--- src/pcmf_pkg.sv ---
package pcmf_pkg;

  // Pixel array geometry
  localparam int NUM_COLS  = 128;
  localparam int NUM_ROWS  = 512;
  localparam int MASK_BITS = NUM_COLS * NUM_ROWS;
  localparam int ADDR_W    = $clog2(MASK_BITS);

  // Queue between classification and the cluster/event sequencer
  localparam int Q_DEPTH = 4;
  localparam int Q_PTR_W = $clog2(Q_DEPTH);
  localparam int Q_CNT_W = $clog2(Q_DEPTH + 1);

  // Configuration register map
  localparam int CFG_IDX_W = 8;
  localparam logic [CFG_IDX_W-1:0] CFG_PITCH_X = 8'd0;
  localparam logic [CFG_IDX_W-1:0] CFG_PITCH_Y = 8'd1;
  localparam logic [15:0] PITCH_X_RST = 16'd800;
  localparam logic [15:0] PITCH_Y_RST = 16'd4000;

  // Item function codes
  localparam logic FUNC_MASK_WR = 1'b0;
  localparam logic FUNC_HIT     = 1'b1;

  typedef struct packed {
    logic              func;
    logic [6:0]        col;
    logic [8:0]        row;
    logic              mask_set;
    logic signed [23:0] track_x;
    logic signed [23:0] track_y;
    logic              last_in_cluster;
    logic              last_in_event;
  } in_item_t;

  typedef struct packed {
    logic cluster_keep;
    logic event_done;
    logic track_bad;
  } out_item_t;

  // Classified hit, as handed to the sequencer
  typedef struct packed {
    logic masked;
    logic matched;
    logic ends_cluster;
    logic ends_event;
  } q_entry_t;

  typedef struct packed {
    logic     push;
    q_entry_t entry;
  } q_push_t;

endpackage

--- src/pcmf_back.sv ---
module pcmf_back (
  input  logic                 clk,
  input  logic                 rst_n,
  input  pcmf_pkg::q_entry_t   q_head,
  input  logic                 q_empty,
  output logic                 q_pop,
  output logic                 out_valid,
  input  logic                 out_stall,
  output pcmf_pkg::out_item_t  out_data
);

  logic                cl_masked_r,  cl_masked_nxt;
  logic                cl_matched_r, cl_matched_nxt;
  logic                ev_bad_r,     ev_bad_nxt;
  logic                out_valid_r,  out_valid_nxt;
  pcmf_pkg::out_item_t out_data_r,   out_data_nxt;

  logic masked;
  logic matched;
  logic ends;
  logic bad;
  logic slot_free;

  // Cluster/event bookkeeping: an entry/cycle unless stalled
  always_comb begin
    masked    = cl_masked_r | q_head.masked;
    matched   = cl_matched_r | q_head.matched;
    ends      = q_head.ends_cluster | q_head.ends_event;
    bad       = ev_bad_r | (masked & matched);
    slot_free = !out_valid_r || !out_stall;
    q_pop     = !q_empty && (!ends || slot_free);

    cl_masked_nxt  = cl_masked_r;
    cl_matched_nxt = cl_matched_r;
    ev_bad_nxt     = ev_bad_r;
    out_valid_nxt  = slot_free ? 1'b0 : out_valid_r;
    out_data_nxt   = out_data_r;

    if (q_pop) begin
      if (ends) begin
        out_valid_nxt           = 1'b1;
        out_data_nxt.cluster_keep = !masked;
        out_data_nxt.event_done   = q_head.ends_event;
        out_data_nxt.track_bad    = q_head.ends_event && bad;
        cl_masked_nxt  = 1'b0;
        cl_matched_nxt = 1'b0;
        ev_bad_nxt     = q_head.ends_event ? 1'b0 : bad;
      end else begin
        cl_masked_nxt  = masked;
        cl_matched_nxt = matched;
      end
    end
  end

  always_ff @(posedge clk) begin
    if (!rst_n) begin
      cl_masked_r  <= 1'b0;
      cl_matched_r <= 1'b0;
      ev_bad_r     <= 1'b0;
      out_valid_r  <= 1'b0;
    end else begin
      cl_masked_r  <= cl_masked_nxt;
      cl_matched_r <= cl_matched_nxt;
      ev_bad_r     <= ev_bad_nxt;
      out_valid_r  <= out_valid_nxt;
    end
  end

  always_ff @(posedge clk) begin
    out_data_r <= out_data_nxt;
  end

  assign out_valid = out_valid_r;
  assign out_data  = out_data_r;

endmodule

--- config.mk ---
export PLATFORM = sky130hd
export DESIGN_NAME = pcmf_back
export DESIGN_NICKNAME = d
export VERILOG_FILES = /design/src/pcmf_pkg.sv /design/src/pcmf_back.sv
export SDC_FILE = /design/constraint.sdc
export NUM_CORES = 1
export LEC_CHECK = 0
export BUFFER_PORTS_ARGS = -buffer_cell sky130_fd_sc_hd__buf_2
export CORE_AREA = 8 8 45 47
export CTS_CLUSTER_SIZE = 10
export DETAILED_ROUTE_END_ITERATION = 12
export DIE_AREA = 0 0 53 55
export MAX_ROUTING_LAYER = met4
export PLACE_DENSITY = 0.45
export SYNTH_ARGS = -nofsm -noshare
export SYNTH_HDL_FRONTEND = slang
export SYNTH_SLANG_ARGS = --single-unit
--- constraint.sdc ---
create_clock -name clk -period 1.05 [get_ports clk]
set_input_delay 0.0525 -clock clk [delete_from_list [all_inputs] [get_ports clk]]
set_output_delay 0.0525 -clock clk [all_outputs]
set_load 0.05 [all_outputs]
== Word-level counts from Yosys, hierarchy flattened ==
Cells that the tools add are included.

* Output and inout port bits: 5
* Register bits: 7

* Muxes and demuxes: 6
* Reductions and logical operators: 10
* Bitwise operators: 5

{| class="wikitable"
|+ Operator list
! cell !! number
|-
| $mux 1 || 6
|-
| $logic_not 1->1 || 5
|-
| $or 1x1->1 || 4
|-
| $logic_and 1x1->1 || 2
|-
| $logic_or 1x1->1 || 2
|-
| $reduce_and 2->1 || 1
|-
| $and 1x1->1 || 1
|}

== Depth between registers and ports, before layout ==
* Depth after elaboration: 5
* Depth in mapped cells: 4
* Gate-level depth less buffers: 4

== Worst setup path after synthesis ==
OpenSTA, ideal clock, no wires.

* Kind: register to output
* Start: register out_valid_r, in the netlist out_valid
* End: output q_pop
* Setup slack: -0.459 ns
* Data arrival time: 1.456 ns
* Stages on the path, launching flop included: 2
* Required time: 0.998 ns
* Path through: dfxtp_1 -> a31oi_1

* Cells in the longest elaborated chain, start to end: 4

{| class="wikitable"
|+ Ends and longest elaborated chain
! what !! line !! text
|-
| start: declaration || pcmf_back.sv:15 || <nowiki>logic out_valid_r, out_valid_nxt;</nowiki>
|-
| start signal: assignment || pcmf_back.sv:65 || <nowiki>out_valid_r <= out_valid_nxt;</nowiki>
|-
| $logic_not 1->1 || pcmf_back.sv:30 || <nowiki>slot_free = !out_valid_r || !out_stall;</nowiki>
|-
| $logic_or 1x1->1 || pcmf_back.sv:30 ||
|-
| $logic_or 1x1->1 || pcmf_back.sv:31 || <nowiki>q_pop = !q_empty && (!ends || slot_free);</nowiki>
|-
| $logic_and 1x1->1 || pcmf_back.sv:31 ||
|-
| end: declaration || pcmf_back.sv:6 || <nowiki>output logic q_pop,</nowiki>
|}

Every way passes these cells.

== Worst setup path in the final report ==
* Start: register out_valid_r, in the netlist out_valid
* End: register out_data_r, in the netlist out_data[2] (enable)

* Cells in the longest elaborated chain, start to end: 5

{| class="wikitable"
|+ Ends and longest elaborated chain
! what !! line !! text
|-
| $logic_not 1->1 || pcmf_back.sv:30 ||
|-
| $logic_or 1x1->1 || pcmf_back.sv:30 ||
|-
| $logic_or 1x1->1 || pcmf_back.sv:31 ||
|-
| $logic_and 1x1->1 || pcmf_back.sv:31 ||
|-
| $reduce_and 2->1 (no source line) || n/a ||
|-
| end signal: assignment || pcmf_back.sv:70 || <nowiki>out_data_r <= out_data_nxt;</nowiki>
|-
| end: declaration || pcmf_back.sv:16 || <nowiki>pcmf_pkg::out_item_t out_data_r, out_data_nxt;</nowiki>
|}

Every way passes these cells.
A chain may end at the register's enable or synchronous reset.

==> metrics <==
sum of internal, switching and leakage power=approximately 660 uW; Layout Area Growth over Synthesis=47.09%; standby leakage power=0.1714 nW; Final setup viols=0; met1 routing resource usage after global routing=0.04314; number of port buffers=12; Rows=14; drt total wl=~570 um; minimum clock period=1.006 ns; Synthesized Nets=35; delay of the slowest cell on the worst path=about 0.35 ns; via total after detailed routing=246; commonest cells in the synthesized netlist=6 x sky130_fd_sc_hd__nand2_1, 4 x sky130_fd_sc_hd__dfxtp_1, 3 x sky130_fd_sc_hd__edfxtp_1; Cell Area, Placed=~380 um2; total CTS buffers=3; IR Drop Worst-Case VDD=0.0009181 V; mean instance size in the synthesized netlist=roughly 10 um2; depth of the most critical reg-to-reg path=3; final sum of negative setup slack=0 ns; cell-by-cell listing of the critical path=a21oi_2 > nand2_1 > inv_2; setup clock skew after layout=between 0.0006 and 0.0007 ns; minimum setup slack among reg-to-reg paths=0.04 ns; final slew viol count=0; fraction of final layout cells sized beyond drive strength 1=0.4651; DP Worst Slack=about 0.056 ns; Worst slew margin=0.8319; buffers inserted by post-CTS timing repair=0; last weighted congestion value of the routability-driven placer=0.7418; Finished Cell Area=slightly above 400 um2; number of violations reported at the end of detailed-routing iteration 0=4; Min-Delay Path Depth=1; count of buffer and inverter cells on the critical path=1; number of instances in the placed design=56; Max Freq=about 0.99 GHz; endpoints failing hold=0; GR Layer Usage met2=0.07813; sum of overflow across all layers after global routing=0; CP required=roughly 1.0 ns; hold worst-path end=out_data[1]$_DFFE_PP_; element type at the critical path start=register; number of synthesized flops with an enable pin=3; Die X-Extent=between 50 and 60 um; number of cells produced by synthesis=27; H-tree lvl count=1; initial antenna violation count=0; layer with the highest usage=met2; outcome=complete, no violations; worst-case clock buffer depth=2; DP HPWL=between 400 and 500 um; effective utilization at floorplan=0.2016; Ports=13; largest cells by area after synthesis=sky130_fd_sc_hd__edfxtp_1 32%, sky130_fd_sc_hd__dfxtp_1 29%, sky130_fd_sc_hd__nand2_1 8.1%, sky130_fd_sc_hd__a31oi_1 4.5%, sky130_fd_sc_hd__o22ai_1 4.5%; Distinct cells, synth=15; arrival time at the worst endpoint=approximately 0.96 ns; number of nets in the layout=52; Primary FF master, synth=sky130_fd_sc_hd__dfxtp_1; Post-Route Utilization=0.2966; capturing element type of the critical path=register; number of diodes added for antenna fixing=0; post-CTS clock slew at the launch and capture registers of the worst setup and hold paths=approximately 0.050 ns; Worst Min Path Start=q_head[0]; M3 GR Usage=0.04813; Placeable Area=between 1000 and 1500 um2; total DRC errors in the routed layout=0; average detailed-routed wire length per instance=9.695 um; most repeated cell in the gate-level netlist after synthesis=sky130_fd_sc_hd__nand2_1; number of global-route vias before repair=roughly 240; reg-to-reg endpoint=out_data[2]$_DFFE_PP_; Final ANT Viol Nets=0; root buffer cell=sky130_fd_sc_hd__clkbuf_4; TritonCTS clock tree=done; proportion of netlist area held by the largest area contributor=0.3229; RSZ-0062 raised after global routing=no; Final period util=0.9582; max-cap check violation count=0; family with the most delay on the worst path=flip-flops; latest clock arrival within the worst-skew pair=between 0.2 and 0.25 ns; path type of the worst min-delay path=input pin to register; reg2reg start=out_valid$_SDFF_PN0_; portion of the post-synthesis area used by sequential elements=0.6099; crit path max-delay cell type=sky130_fd_sc_hd__dfxtp_4; Synth warnings=0; Pwr per Cell Area=roughly 1600 nW/um2; smallest setup slack after layout=roughly 0.044 ns; number of vias per cell=about 4.2; Synth area leader=sky130_fd_sc_hd__edfxtp_1; first-pass GRT wire length=roughly 1000 um; Cell Area, Synth=approximately 280 um2; Filler cells=roughly 160; Worst-Margin Slew=roughly 0.25 ns; Die Y=approximately 55 um; number of clock sinks=7; die area=2915 um2; share of flip-flops with an asynchronous set or reset after synthesis=0; filler-free cell count of the finished design=59; post-synthesis sequential element count=7; worst slack on hold paths=between 0.04 and 0.05 ns; GRT Overall Usage=0.05207; highest net fanout along the worst path=5; first-pass iteration count of the detailed router=2; maximum number of pins on one net before global-route repair=6; worst setup path class=register to register
==> placed cells by master, fill, tap and decap left out <==
cell	n
sky130_fd_sc_hd__a31oi_4	1
sky130_fd_sc_hd__clkbuf_1	1
sky130_fd_sc_hd__or2_2	1
sky130_fd_sc_hd__buf_6	1
sky130_fd_sc_hd__clkbuf_4	3
sky130_fd_sc_hd__a31oi_1	1
sky130_fd_sc_hd__edfxtp_1	3
sky130_fd_sc_hd__inv_1	1
sky130_fd_sc_hd__a21oi_2	1
sky130_fd_sc_hd__nand2_1	6
sky130_fd_sc_hd__dfxtp_4	1
sky130_fd_sc_hd__o21a_1	1
sky130_fd_sc_hd__buf_2	11
sky130_fd_sc_hd__o22ai_1	2
sky130_fd_sc_hd__inv_2	1
sky130_fd_sc_hd__dfxtp_1	3
sky130_fd_sc_hd__a211oi_1	1
sky130_fd_sc_hd__nor2_1	1
sky130_fd_sc_hd__a21oi_1	1
sky130_fd_sc_hd__o22a_1	1
sky130_fd_sc_hd__or3_1	1
==> layout make-up <==
| type | count | area (um2) | area share |
|---|---|---|---|
| Timing Repair Buffer | 12 | 66.31 | 0.1616 |
| Clock buffer | 4 | 26.28 | 0.06402 |
| Inverter | 2 | 7.507 | 0.01829 |
| Tap cell | 16 | 20.02 | 0.04878 |
| Sequential cell | 7 | 173.9 | 0.4238 |
| Multi-Input combinational cell | 18 | 116.4 | 0.2835 |
==> worst max path at each step <==
stage,cells after the start,end,slack [ns],start
2_1_floorplan,3,out_data[0]$_DFFE_PP_,0.01,out_valid$_SDFF_PN0_
3_3_place_gp,4,q_pop,0.05,q_head[0]
3_5_place_dp,4,q_pop,0.06,q_head[0]
4_1_cts,3,out_data[2]$_DFFE_PP_,0.03,out_valid$_SDFF_PN0_
5_1_grt,3,out_data[2]$_DFFE_PP_,0.003,out_valid$_SDFF_PN0_
6_report,3,out_data[2]$_DFFE_PP_,0.04,out_valid$_SDFF_PN0_
==> kinds of logic after synthesis <==
logic type / Yosys count / share of synthesized area
flops: 7 / 0.6099
buf+inv: 2 / 0.02688
simple gates: 9 / 0.1390
compound gates: 9 / 0.2242
==> registers in the layout (all words and copies together), names as in the netlist <==
signal and count:
cl_masked_r 1, cl_matched_r 1, ev_bad_r 1, out_data 3, out_valid 1
==> where the power goes <==
group	leakage, nW	internal (mW)	switching (mW)
logic	0.0943	0.0375	0.0803
registers	0.0622	0.299	0.00695
clock network	0.0150	0.144	0.0876
==> per-layer routing <==
| layer | up-vias | share of wire | routed length [um] |
|---|---|---|---|
| li1 | 133 | - | - |
| met1 | 107 | 0.38 | 216 |
| met2 | 4 | 0.52 | 297 |
| met3 | 2 | 0.087 | 50 |
| met4 | 0 | 0.012 | 7 |
| met5 | - | 0 | 0 |
==> timing repair <==
action / CTS / global route
hold buffers: 0 / 0
hold endpoints to repair: 0 / 0
setup endpoints to repair: 1 / 0
gates resized for setup: 3 / 0
Note: power is estimated with default switching activity, not from simulation.
