`config.mk`:
```
export PLATFORM = sky130hd
export DESIGN_NAME = pcmf_fifo
export DESIGN_NICKNAME = d
export VERILOG_FILES = /design/src/pcmf_pkg.sv /design/src/pcmf_fifo.sv
export SDC_FILE = /design/constraint.sdc
export NUM_CORES = 1
export LEC_CHECK = 0
export ABC_CLOCK_PERIOD_IN_PS = 2600
export BUFFER_PORTS_ARGS = -buffer_cell sky130_fd_sc_hd__buf_2
export CAP_MARGIN = 40
export CORE_UTILIZATION = 45
export DETAILED_ROUTE_END_ITERATION = 16
export PLACE_DENSITY = 0.74
export REMOVE_ABC_BUFFERS = 1
export SYNTH_ARGS = -nofsm -noshare
export SYNTH_HDL_FRONTEND = slang
export SYNTH_SLANG_ARGS = --single-unit
```
`constraint.sdc`:
```
create_clock -name clk -period 2.6 [get_ports clk]
set_input_delay 0.52 -clock clk [delete_from_list [all_inputs] [get_ports clk]]
set_output_delay 0.52 -clock clk [all_outputs]
set_load 0.01 [all_outputs]
```
`src/pcmf_pkg.sv`:
```
package pcmf_pkg;

  // Pixel array geometry
  localparam int NUM_COLS  = 128;
  localparam int NUM_ROWS  = 512;
  localparam int MASK_BITS = NUM_COLS * NUM_ROWS;
  localparam int ADDR_W    = $clog2(MASK_BITS);

  // Queue between classification and the cluster/event sequencer
  localparam int Q_DEPTH = 4;
  localparam int Q_PTR_W = $clog2(Q_DEPTH);
  localparam int Q_CNT_W = $clog2(Q_DEPTH + 1);

  // Configuration register map
  localparam int CFG_IDX_W = 8;
  localparam logic [CFG_IDX_W-1:0] CFG_PITCH_X = 8'd0;
  localparam logic [CFG_IDX_W-1:0] CFG_PITCH_Y = 8'd1;
  localparam logic [15:0] PITCH_X_RST = 16'd800;
  localparam logic [15:0] PITCH_Y_RST = 16'd4000;

  // Item function codes
  localparam logic FUNC_MASK_WR = 1'b0;
  localparam logic FUNC_HIT     = 1'b1;

  typedef struct packed {
    logic              func;
    logic [6:0]        col;
    logic [8:0]        row;
    logic              mask_set;
    logic signed [23:0] track_x;
    logic signed [23:0] track_y;
    logic              last_in_cluster;
    logic              last_in_event;
  } in_item_t;

  typedef struct packed {
    logic cluster_keep;
    logic event_done;
    logic track_bad;
  } out_item_t;

  // Classified hit, as handed to the sequencer
  typedef struct packed {
    logic masked;
    logic matched;
    logic ends_cluster;
    logic ends_event;
  } q_entry_t;

  typedef struct packed {
    logic     push;
    q_entry_t entry;
  } q_push_t;

endpackage

```
`src/pcmf_fifo.sv`:
```
module pcmf_fifo (
  input  logic                          clk,
  input  logic                          rst_n,
  input  pcmf_pkg::q_push_t             q_push,
  input  logic                          q_pop,
  output pcmf_pkg::q_entry_t            q_head,
  output logic                          q_empty,
  output logic [pcmf_pkg::Q_CNT_W-1:0]  q_count
);

  pcmf_pkg::q_entry_t            slot_r [pcmf_pkg::Q_DEPTH];
  logic [pcmf_pkg::Q_PTR_W-1:0]  wr_ptr_r;
  logic [pcmf_pkg::Q_PTR_W-1:0]  rd_ptr_r;
  logic [pcmf_pkg::Q_CNT_W-1:0]  cnt_r;

  logic do_push;
  logic do_pop;

  // Upstream guarantees space for every push
  assign do_push = q_push.push;
  assign do_pop  = q_pop && (cnt_r != '0);

  assign q_head  = slot_r[rd_ptr_r];
  assign q_empty = (cnt_r == '0);
  assign q_count = cnt_r;

  always_ff @(posedge clk) begin
    if (do_push) slot_r[wr_ptr_r] <= q_push.entry;
  end

  // Pointers and fill count
  always_ff @(posedge clk) begin
    if (!rst_n) begin
      wr_ptr_r <= '0;
      rd_ptr_r <= '0;
      cnt_r    <= '0;
    end else begin
      if (do_push) wr_ptr_r <= wr_ptr_r + 1'b1;
      if (do_pop)  rd_ptr_r <= rd_ptr_r + 1'b1;
      case ({do_push, do_pop})
        2'b10:   cnt_r <= cnt_r + 1'b1;
        2'b01:   cnt_r <= cnt_r - 1'b1;
        default: cnt_r <= cnt_r;
      endcase
    end
  end

endmodule

```
# Word-level counts from Yosys, hierarchy flattened
# Memory sizes are Yosys's and may differ from the RTL's. A register that Yosys moved wholly into a read port is not among the register bits.
# Index checks and enable logic that the tools add are counted.
dict set report totals {
  out_inout_bits 8
  word_cells 19
  reg_bits 7
  memories 1
  ramBits 16
  input_bits 8
}
dict set report classes {
  n_eq_ne 2
  n_reduce_logical 4
  addsub 4
  n_mux 5
}
# memory words word_bits read_ports rd_clocked_by_memory_dff wr line
set memory_table {}
lappend memory_table {slot_r 4 4 1 1 1 pcmf_fifo.sv:11} ;# pcmf_pkg::q_entry_t slot_r [pcmf_pkg::Q_DEPTH];
# cell n
set op_table {}
lappend op_table {{3-bit one-hot mux with 2 select lines} 1}
lappend op_table {{2-bit by 1-bit adder with 2-bit output, second input constant} 2}
lappend op_table {{2-bit 2-to-1 mux} 2}
lappend op_table {{3-bit by 1-bit adder with 3-bit output, second input constant} 1}
lappend op_table {{3-bit logical NOT} 1}
lappend op_table {{3-bit nonzero test} 1}
lappend op_table {{3-bit by 1-bit subtractor with 3-bit output, second input constant} 1}
lappend op_table {{2-bit by 1-bit equality test with 1-bit output, second input constant} 1}
lappend op_table {{2-bit equality test, second input constant} 1}
lappend op_table {{1-bit 2-to-1 mux} 2}
lappend op_table {{2-bit nonzero test} 1}
lappend op_table {{1-bit logical AND} 1}

# Longest topological paths before layout
# Gate-level depths: netlist of the first run.
dict set report depth {
  ltp_word 4
  ltp_mapped 8
  depth_no_buf 8
}

# Least setup slack after synthesis of the first run
# OpenSTA, ideal clock, no wires.
dict set report synth_timing {
  path_type {reg-to-reg}
  startpoint {register cnt_r (netlist bit q_count[0])}
  endpoint {register cnt_r (netlist bit q_count[2])}
  path_stages_with_launch 9
  setup_slack_ns 0.646
  setup_ns 0.070
  n_path_buf 0
  required_ns 2.530
  arrival_time_ns 1.884
  synth_period_minus_slack_ns 1.954
  cell_sequence {dfxtp_1 > nor3_2 > nor2b_1 > ha_1 > inv_1 > fa_1 > xor2_1 > or3_1 > a21boi_1}
}
dict set report synth_via {
  elab_chain_len 4
  word_cells_on_any_way 8
  classes_between {2 x add/sub; 2 x eq/ne; 1 x mux; 3 x reduce/logical}
}
# item line
set synth_lines {}
lappend synth_lines {{start: declaration} pcmf_fifo.sv:14} ;# logic [pcmf_pkg::Q_CNT_W-1:0] cnt_r;
lappend synth_lines {{start signal: assignment} pcmf_fifo.sv:41} ;# 2'b10: cnt_r <= cnt_r + 1'b1;
lappend synth_lines {{start signal: assignment} pcmf_fifo.sv:42} ;# 2'b01: cnt_r <= cnt_r - 1'b1;
lappend synth_lines {{start signal: assignment} pcmf_fifo.sv:43} ;# default: cnt_r <= cnt_r;
lappend synth_lines {{3-bit nonzero test *} pcmf_fifo.sv:21} ;# assign do_pop = q_pop && (cnt_r != '0);
lappend synth_lines {{1-bit logical AND *} pcmf_fifo.sv:21}
lappend synth_lines {{via do_pop} pcmf_fifo.sv:17} ;# logic do_pop;
lappend synth_lines {{2-bit by 1-bit equality test with 1-bit output / 2-bit equality test (equally long branches)} pcmf_fifo.sv:40} ;# case ({do_push, do_pop})
lappend synth_lines {{3-bit one-hot mux with 2 select lines / 2-bit nonzero test (equally long branches)} -}
# Mark *: on every way through the listed nets, which the timed path passes. The rest lies on a longest branch.
# A chain may end at the register's enable or synchronous reset.

==> results of run 1 <==
==> cell type report <==
| cell class | count | area (um2) | area share, % |
|---|---|---|---|
| clock buffers | 3 | 22.5 | 1.92 |
| well taps | 27 | 33.8 | 2.88 |
| flip-flops and latches | 25 | 661 | 56.4 |
| repair buffers | 15 | 75.1 | 6.40 |
| multi-input cells | 37 | 350 | 29.9 |
| clock inverters | 1 | 7.51 | 0.640 |
| inverters | 6 | 22.5 | 1.92 |
==> metal layers <==
metal,wire length (um),up-vias,share of wire [%]
met5,0,-,0
met2,823,7,52
li1,-,282,-
met4,26,0,1.6
met1,701,274,44
met3,28,4,1.8
==> kinds of logic (layout without fill, tap and decap cells) <==
logic type                 Yosys count  count (layout)  share of synthesized area [%]
buffers and inverters                6              25                           2.18
muxes                                5               5                           9.69
xor gates and xnor gates             3               3                           2.54
adders and majority gates            6               6                           7.99
AOI/OAI and AO/OA                    7               7                           3.87
DFF                                 25              25                           63.9
and+or+nand+nor                     16              16                           9.81
==> stage by stage <==
stage / hold slack [ns] / setup slack, ns / total power [uW]
detailed placement: 0.482 / 0.471 / 846
global route: 0.391 / 0.453 / 1070
global placement: 0.468 / 0.518 / 831
floorplan: 0.456 / 0.646 / 737
finish: 0.405 / 0.566 / 1010
CTS: 0.397 / 0.526 / 1020
==> flip-flops by register name (all words and copies together) (netlist names), named ones only <==
| register | count |
|---|---|
| rd_ptr_r | 2 |
| slot_r | 16 |
| q_count | 3 |
| wr_ptr_r | 2 |
==> worst max path at each step <==
stage	endpoint	slack [ns]	cells past startpoint
global route	q_count[2]	0.45	8
global placement	q_count[2]	0.52	8
floorplan	q_count[2]	0.65	8
finish	q_head[3]	0.57	2
detailed placement	q_count[2]	0.47	8
CTS	q_head[3]	0.53	2
==> Yosys cell counts, drive strengths merged <==
master / count
edfxtp: 16
dfxtp: 9
and2: 7
inv: 6
ha: 5
o21ai: 5
mux4: 4
nand2: 3
a21boi: 2
nor2b: 2
or3: 2
xor2: 2
fa: 1
mux2i: 1
nand4bb: 1
nor3: 1
xnor2: 1
==> power by group <==
part | total, uW | leakage (uW) | internal [uW] | switching (uW)
clock | 176 | 0.0000139 | 58.8 | 117
sequential | 529 | 0.000221 | 475 | 54.5
combinational | 301 | 0.000201 | 153 | 148
total | 1010 | 0.000436 | 687 | 320
==> results.toml, run 1 <==
[run_status]
status = "complete, no violations"

[worst_setup_path]
ff2ff_path_depth = 8
reg2reg_to = "q_count[2]"
crit_arrival_ns = 1.51
crit_path_top_delay_cell = "mux4_2"
worst-r2r-setup-slack_ns = 0.59
startpoint_type = "flop"
critical_path_buf_inv_count = 1
path_class = "flop to output pin"
end_kind = "output pin"
crit_chain = "mux4_2, buf_2"
path_delay_family = "multiplexers"
worst_path_largest_cell_delay_ns = 0.55
cp_max_fo = 4
cp_data_required_time_ns = 2.08
reg2reg_from = "q_count[1]"

[global_routing]
busiest_layer = "met2"
grt_max_degree = 16
grt_pass1_vias = 591
grt_antenna_before_repair = 0
grt_use_total_pct = 14.8
met1_usage_pct = 18.1
grt_first_pass_wirelength_mm = 2.64
grt_use_met2_pct = 25.5
grt.met3_usage_pct = 1.85
overflow = 0

[final_layout]
layout-drive-gt1-share_pct = 27.6
antennaDiodeCount = 0
layout.nets = 102
layout_common_cells = "edfxtp_1 (16), buf_2 (15), dfxtp_1 (9)"
area_growth_pct = 13.4
postLayoutCellArea_mm2 = 0.00117
fin_util_pct = 56.9
fill_cells = 177
layout.cells.most_common = "edfxtp_1"
finalNonFillerCells = 114

[cts]
cts.repair.resized = 0
cts_buffers = 3
cts.clk_slew.worst_paths_ns = 0.14
clkSinkCount = 25
cts_setup_buffers = 0
cts_hold_buffers = 0
clockBufferDepth = 2
clk_latency_ns = 0.32
cts_tree = "yes"
htree_levels = 1
clockRootBuffer = "clkbuf_4"

[flow_run]
drv_cap = 0

[routing]
drt_iter0_markers = 4
first_pass_iters = 4
vias = 567
vias_per_cell = 4.97
wl_per_cell_um = 13.9
drc = 0
wl_mm = 1.58
postRouteAntennaNets = 0

[timing]
rsz0062_at_grt = "no"
fin_setup_tns_ns = 0
max_freq_mhz = 492
post-route-min-period_ns = 2.03
finalHoldViolations = 0
clock_skew_ns = 0.00111
slew_viol_final = 0
slew_headroom_pct = 82.1
tightestPinTransition_ns = 0.268
setup_viol = 0
post-route-period-util_pct = 78.2

[die]
io_pins = 16
fp.dieH_um = 49.9
design.core.area_mm2 = 0.00206
start_util_pct = 50.1
rows = 16
die_area_mm2 = 0.00249
die_w_um = 49.9

[pwr]
p_leak_uw = 0.000436
power_density_mw_per_mm2 = 859
ir_worst_vdd_uv = 470

[synth]
synth_cells = 68
synth.avg_cell_area_um2 = 15.2
ys_warn_count = 0
synth_top_area_cell = "edfxtp_1"
yosysSeqAreaShare_pct = 63.9
synth_cell_types = 18
ys_top_cells_by_area = "edfxtp_1 (46%), dfxtp_1 (17%), mux4_2 (8.7%), ha_1 (6.1%), and2_1 (4.2%)"
syn_area_mm2 = 0.00103
ys_seq_elements = 25
synth.top_cell.area_share_pct = 46.5

[placed_design]
dp_hpwl_mm = 1.22
place_congestion = 0.770
io_buffers = 15
place_inst = 110
placed_cell_area_mm2 = 0.00114

[worst_hold_path]
holdPathEnd = "slot_r[2][1]"
worstHoldPathType = "input pin to flop"
hold_depth = 1
worstHoldStart = "q_push[1]"
No activity file was read; power rests on OpenSTA's default activity.
==> inputs of run 2 (changes only) <==
- ABC_CLOCK_PERIOD_IN_PS: 2600 -> 2050
- clock period: 2.6 -> 2.05 ns (I/O delays scaled with it)
==> run 2 against run 1 <==
Non-clock buffer count increased by 1. Sequential share of layout area increased by 0.052 points. Die area unchanged. First-iteration DRC count increased to 2.5 times the previous value. Highest routed layer unchanged.
==> results.toml, run 2 (same netlist as run 1, synthesis figures left out) <==
[run_status]
status = "complete, no violations"

[die]
die_w_um = 49.9
start_util_pct = 50.1
rows = 16
die_area_mm2 = 0.00249
io_pins = 16
fp.dieH_um = 49.9
design.core.area_mm2 = 0.00206

[cts]
cts_buffers = 3
clkSinkCount = 25
cts.clk_slew.worst_paths_ns = 0.12
htree_levels = 1
clk_latency_ns = 0.30
cts_tree = "yes"
clockRootBuffer = "clkbuf_4"
clockBufferDepth = 2
cts_setup_buffers = 0

[global_routing]
grt_antenna_before_repair = 0
grt_first_pass_wirelength_mm = 2.68
grt_use_total_pct = 15.0
overflow = 0
grt_pass1_vias = 603
grt_max_degree = 14

[worst_setup_path]
worst_path_largest_cell_delay_ns = 0.39
ff2ff_path_depth = 8
startpoint_type = "flop"
critical_path_buf_inv_count = 1
reg2reg_from = "q_count[0]"
path_depth = 8
crit_path_top_delay_cell = "dfxtp_4"
reg2reg_to = "q_count[2]"
cp_max_fo = 5
crit_arrival_ns = 2.17
cp_data_required_time_ns = 2.29
worst-r2r-setup-slack_ns = 0.12
end_kind = "flop"
critPathCapture = "q_count[2]"
crit_chain = "nor3_2, nor2b_1, ha_1, inv_1, fa_1, xor2_1, or3_1, a21boi_1"
path_class = "flop to flop"
startpoint = "q_count[0]"
path_delay_family = "adder cells"

[timing]
setup_viol = 0
finalHoldViolations = 0
max_freq_mhz = 517
clock_skew_ns = 0.00398
post-route-period-util_pct = 94.4
tightestPinTransition_ns = 0.286
fin_setup_tns_ns = 0
post-route-min-period_ns = 1.93
hold_ws_ns = 0.312
rsz0062_at_grt = "no"
slew_headroom_pct = 80.9
slew_viol_final = 0

[final_layout]
top_register = "slot_r"
fill_cells = 179
area_growth_pct = 14.4
finalNonFillerCells = 115
layout-drive-gt1-share_pct = 30.7
largest_reg_flops = 16
layout.nets = 103
layout.cells.most_common = "edfxtp_1"
layout_common_cells = "edfxtp_1 (16), buf_2 (15), and2_1 (7)"
antennaDiodeCount = 0

[routing]
vias = 581
drt_iter0_markers = 10
first_pass_iters = 4
drc = 0
postRouteAntennaNets = 0
vias_per_cell = 5.05
wl_per_cell_um = 13.9
wl_mm = 1.60

[pwr]
seqPwrFrac_pct = 52.8
internal-power_uw = 898
switching_share_pct = 30.6
power_density_mw_per_mm2 = 1090
ir_worst_vdd_uv = 768
combPwrFrac_pct = 31.6
p_leak_uw = 0.000443
switchingPower_uw = 395
pwr-share-clk_pct = 15.6

[placed_design]
place_inst = 111
dp_hpwl_mm = 1.24
place_congestion = 0.776
io_buffers = 15

[flow_run]
drv_cap = 0

[worst_hold_path]
worstHoldPathType = "input pin to flop"
-- run 2: cell count changes in the layout (fill, tap and decap cells not counted) --
cell        before  now
clkinvlp_4       1    0
clkbuf_1         0    1
dfxtp_1          9    6
buf_4            0    1
dfxtp_2          0    2
dfxtp_4          0    1
-- run 2: timing repair --
action	CTS	global route
setup endpoints to repair	0	1
resized for setup	0	4
hold buffers	0	0
hold endpoints to repair	0	0
-- run 2: per-layer routing --
layer	wire length [um]	global-route usage [%]
met1	687	18.1
met2	807	25.0
met3	76	4.63
met4	29	5.71
met5	0	0
-- run 2: how the worst min path moves through the flow --
stage               depth (start not counted)        start  slack [ns]            to
floorplan                                   2  rd_ptr_r[1]        0.46          flop
finish                                      1    q_push[1]        0.31  slot_r[0][1]
detailed placement                          2  rd_ptr_r[1]        0.48   rd_ptr_r[1]
global placement                            2  rd_ptr_r[1]        0.47   rd_ptr_r[1]
CTS                                         1    q_push[1]        0.31  slot_r[0][1]
global route                                1    q_push[1]        0.30  slot_r[0][1]
-- run 2: final cells by class --
cell class / instances / area [um2] / area share, %
inverter: 6 / 22.5 / 1.90
timing repair buffer: 16 / 82.6 / 6.98
tap: 27 / 33.8 / 2.86
sequential: 25 / 667 / 56.4
multi-input combinational: 37 / 350 / 29.6
clock buffer: 4 / 26.3 / 2.22
-- run 2: power by group through the flow --
stage                     clock network (uW)  registers (uW)  logic [uW]
final                                    202             682         409
after global routing                     229             696         454
after CTS                                208             674         414
after detailed placement                   0             686         412
after global placement                     0             678         389
after floorplan                            0             679         255
-- run 2: through the flow --
stage          worst slack [ns]  power [uW]  utilization (%)  instance area [um2]
6_report                  0.116        1290             57.3                 1180
5_1_grt                 0.00376        1380             57.3                 1180
4_1_cts                  0.0260        1300             57.0                 1180
3_5_place_dp             0.0417        1100             55.8                 1150
3_3_place_gp              0.125        1070             55.8                 1150
2_1_floorplan            0.0964         934                -                 1030
==> inputs of run 3 (changes only) <==
- ABC_AREA: unset -> 1
- PLACE_DENSITY: 0.74 -> 0.73
==> run 3 against run 2 <==
Combinational power is 17% lower. Clock power about the same. Maximum frequency is 8.2% higher. Sequential power shrank 8.1%. Cell area up 2.9%. Area after synthesis grew 5.4%. Via count rose by 27%. Register-to-register slack improved by 0.15 ns.
==> results.toml, run 3 <==
[run_status]
status = "complete, no violations"

[final_layout]
layout.cells.most_common = "edfxtp_1"
antennaDiodeCount = 0
layout.nets = 135
layout_common_cells = "edfxtp_1 (16), buf_2 (15), inv_1 (14)"
fin_util_pct = 53.9
top_register = "slot_r"
largest_reg_flops = 16
layout-drive-gt1-share_pct = 25.0
area_growth_pct = 11.6

[global_routing]
grt_max_degree = 15
grt_first_pass_wirelength_mm = 2.77
grt_antenna_before_repair = 0
grt_use_total_pct = 14.3
overflow = 0
grt_pass1_vias = 700

[cts]
clockBufferDepth = 2
htree_levels = 1
cts_setup_buffers = 0
cts_buffers = 3
cts.repair.resized = 0
clkSinkCount = 25
cts_hold_buffers = 0
cts_tree = "yes"
cts.clk_slew.worst_paths_ns = 0.13
clockRootBuffer = "clkbuf_4"
clk_latency_ns = 0.30

[timing]
post-route-min-period_ns = 1.79
fin_setup_tns_ns = 0
hold_ws_ns = 0.313
finalHoldViolations = 0
setup_viol = 0
rsz0062_at_grt = "no"
slew_viol_final = 0
slew_headroom_pct = 75.6
post-route-period-util_pct = 87.2
max_freq_mhz = 559
clock_skew_ns = 0.00174
tightestPinTransition_ns = 0.366

[synth]
synth.top_cell.area_share_pct = 44.1
synth_fa_ha_area_share_pct = 7.58
synth.mux.area_fraction_pct = 0
syn_area_mm2 = 0.00109
synth_top_family_by_area = "simple AND/OR/NAND/NOR gates"
ys_top_cells_by_area = "edfxtp_1 (44%), dfxtp_1 (17%), ha_1 (5.7%), inv_1 (4.8%), nor2_1 (4.5%)"
ys_warn_count = 0
synth_cells = 102
synth_compound_area_share_pct = 11.3
synth_commonest_cells = "edfxtp_1 (16), inv_1 (14), nor2_1 (13)"
yosysSeqAreaShare_pct = 60.6
synth_cell_types = 21
synthSimpleGateAreaFrac_pct = 12.4
async_flop_share_pct = 0
synth_top_area_cell = "edfxtp_1"
synth-edff-count = 16
synth-xor-area-share_pct = 0
synth_most_common_cell = "edfxtp_1"
ys_seq_elements = 25
synth.avg_cell_area_um2 = 10.7
synth_ff_type = "edfxtp_1"

[routing]
wl_per_cell_um = 11.0
drt_iter0_markers = 10
vias_per_cell = 4.99
first_pass_iters = 4
wl_mm = 1.62
drc = 0
vias = 739
postRouteAntennaNets = 0

[pwr]
p_leak_uw = 0.000537
ir_worst_vdd_uv = 584
power_density_mw_per_mm2 = 961

[die]
rows = 17
die_area_mm2 = 0.00262
design.core.area_mm2 = 0.00225
io_pins = 16
start_util_pct = 48.3
fp.dieH_um = 51.2
die_w_um = 51.2

[worst_setup_path]
end_kind = "flop"
cp_data_required_time_ns = 2.26
crit_chain = "clkinv_2, nand3_4, inv_1, nor2_1, ha_1, inv_2, fa_1, inv_1, nand2_1, nand3_1, nand2_1, inv_1, nor2_1"
worst_path_largest_cell_delay_ns = 0.39
crit_arrival_ns = 2.00
startpoint_type = "flop"
crit_path_top_delay_cell = "fa_1"
crit_path_frequent_cell = "inv_1"
cp_max_fo = 5
worst-r2r-setup-slack_ns = 0.26
path_class = "flop to flop"

[flow_run]
drv_cap = 0

[placed_design]
dp_hpwl_mm = 1.27
io_buffers = 15
place_congestion = 0.712

[worst_hold_path]
worstHoldPathType = "input pin to flop"
==> run 3: kinds of logic after synthesis <==
kind of cell    count (synthesis)
simple gates                   29
fa+ha+maj                       6
flops                          25
buf+inv                        20
compound gates                 22
==> run 3: routing by layer <==
| layer | global-route usage, % | part of all wire, % |
|---|---|---|
| met1 | 16.5 | 45 |
| met5 | 0 | 0 |
| met4 | 4.50 | 1.9 |
| met3 | 2.68 | 3.1 |
| met2 | 26.3 | 49 |
==> run 3: area by class of cell <==
class,instances,area (um2)
Tap cell,28,35.0
Timing Repair Buffer,15,75.1
Fill cell,207,1040
Inverter,19,77.6
Clock inverter,1,5.00
Clock buffer,3,22.5
Multi-Input combinational cell,57,340
Sequential cell,25,661
==> run 3: path summary, 6_finish.rpt <==
path	start	cells past startpoint	end
worst min register to register	rd_ptr_r[0]	2	rd_ptr_r[0]
worst max-delay path	q_count[0]	13	q_count[2]
worst max register to register	q_count[0]	13	q_count[2]
worst min-delay path	q_push[3]	1	slot_r[3][3]
==> run 3: per-stage QoR <==
stage / instances / cell area, um2 / setup slack, ns / total power [uW]
finish: 148 / 1220 / 0.262 / 1170
global route: 148 / 1220 / 0.0773 / 1250
CTS: 148 / 1220 / 0.238 / 1180
detailed placement: 144 / 1190 / 0.277 / 985
global placement: 144 / 1190 / 0.344 / 966
floorplan: 101 / 1080 / 0.275 / 870
==> run 3: power breakdown <==
part           switching [uW]  internal, uW
combinational             208           131
sequential               41.1           586
clock                     130          72.5
==> run 3: worst max-delay path: cells and delay by family, from the launching register on <==
| kind | cells | cell delay (ns) |
|---|---|---|
| flops | 1 | 0.36 |
| buf+inv | 5 | 0.34 |
| simple gates | 6 | 0.44 |
| fa+ha+maj | 2 | 0.58 |
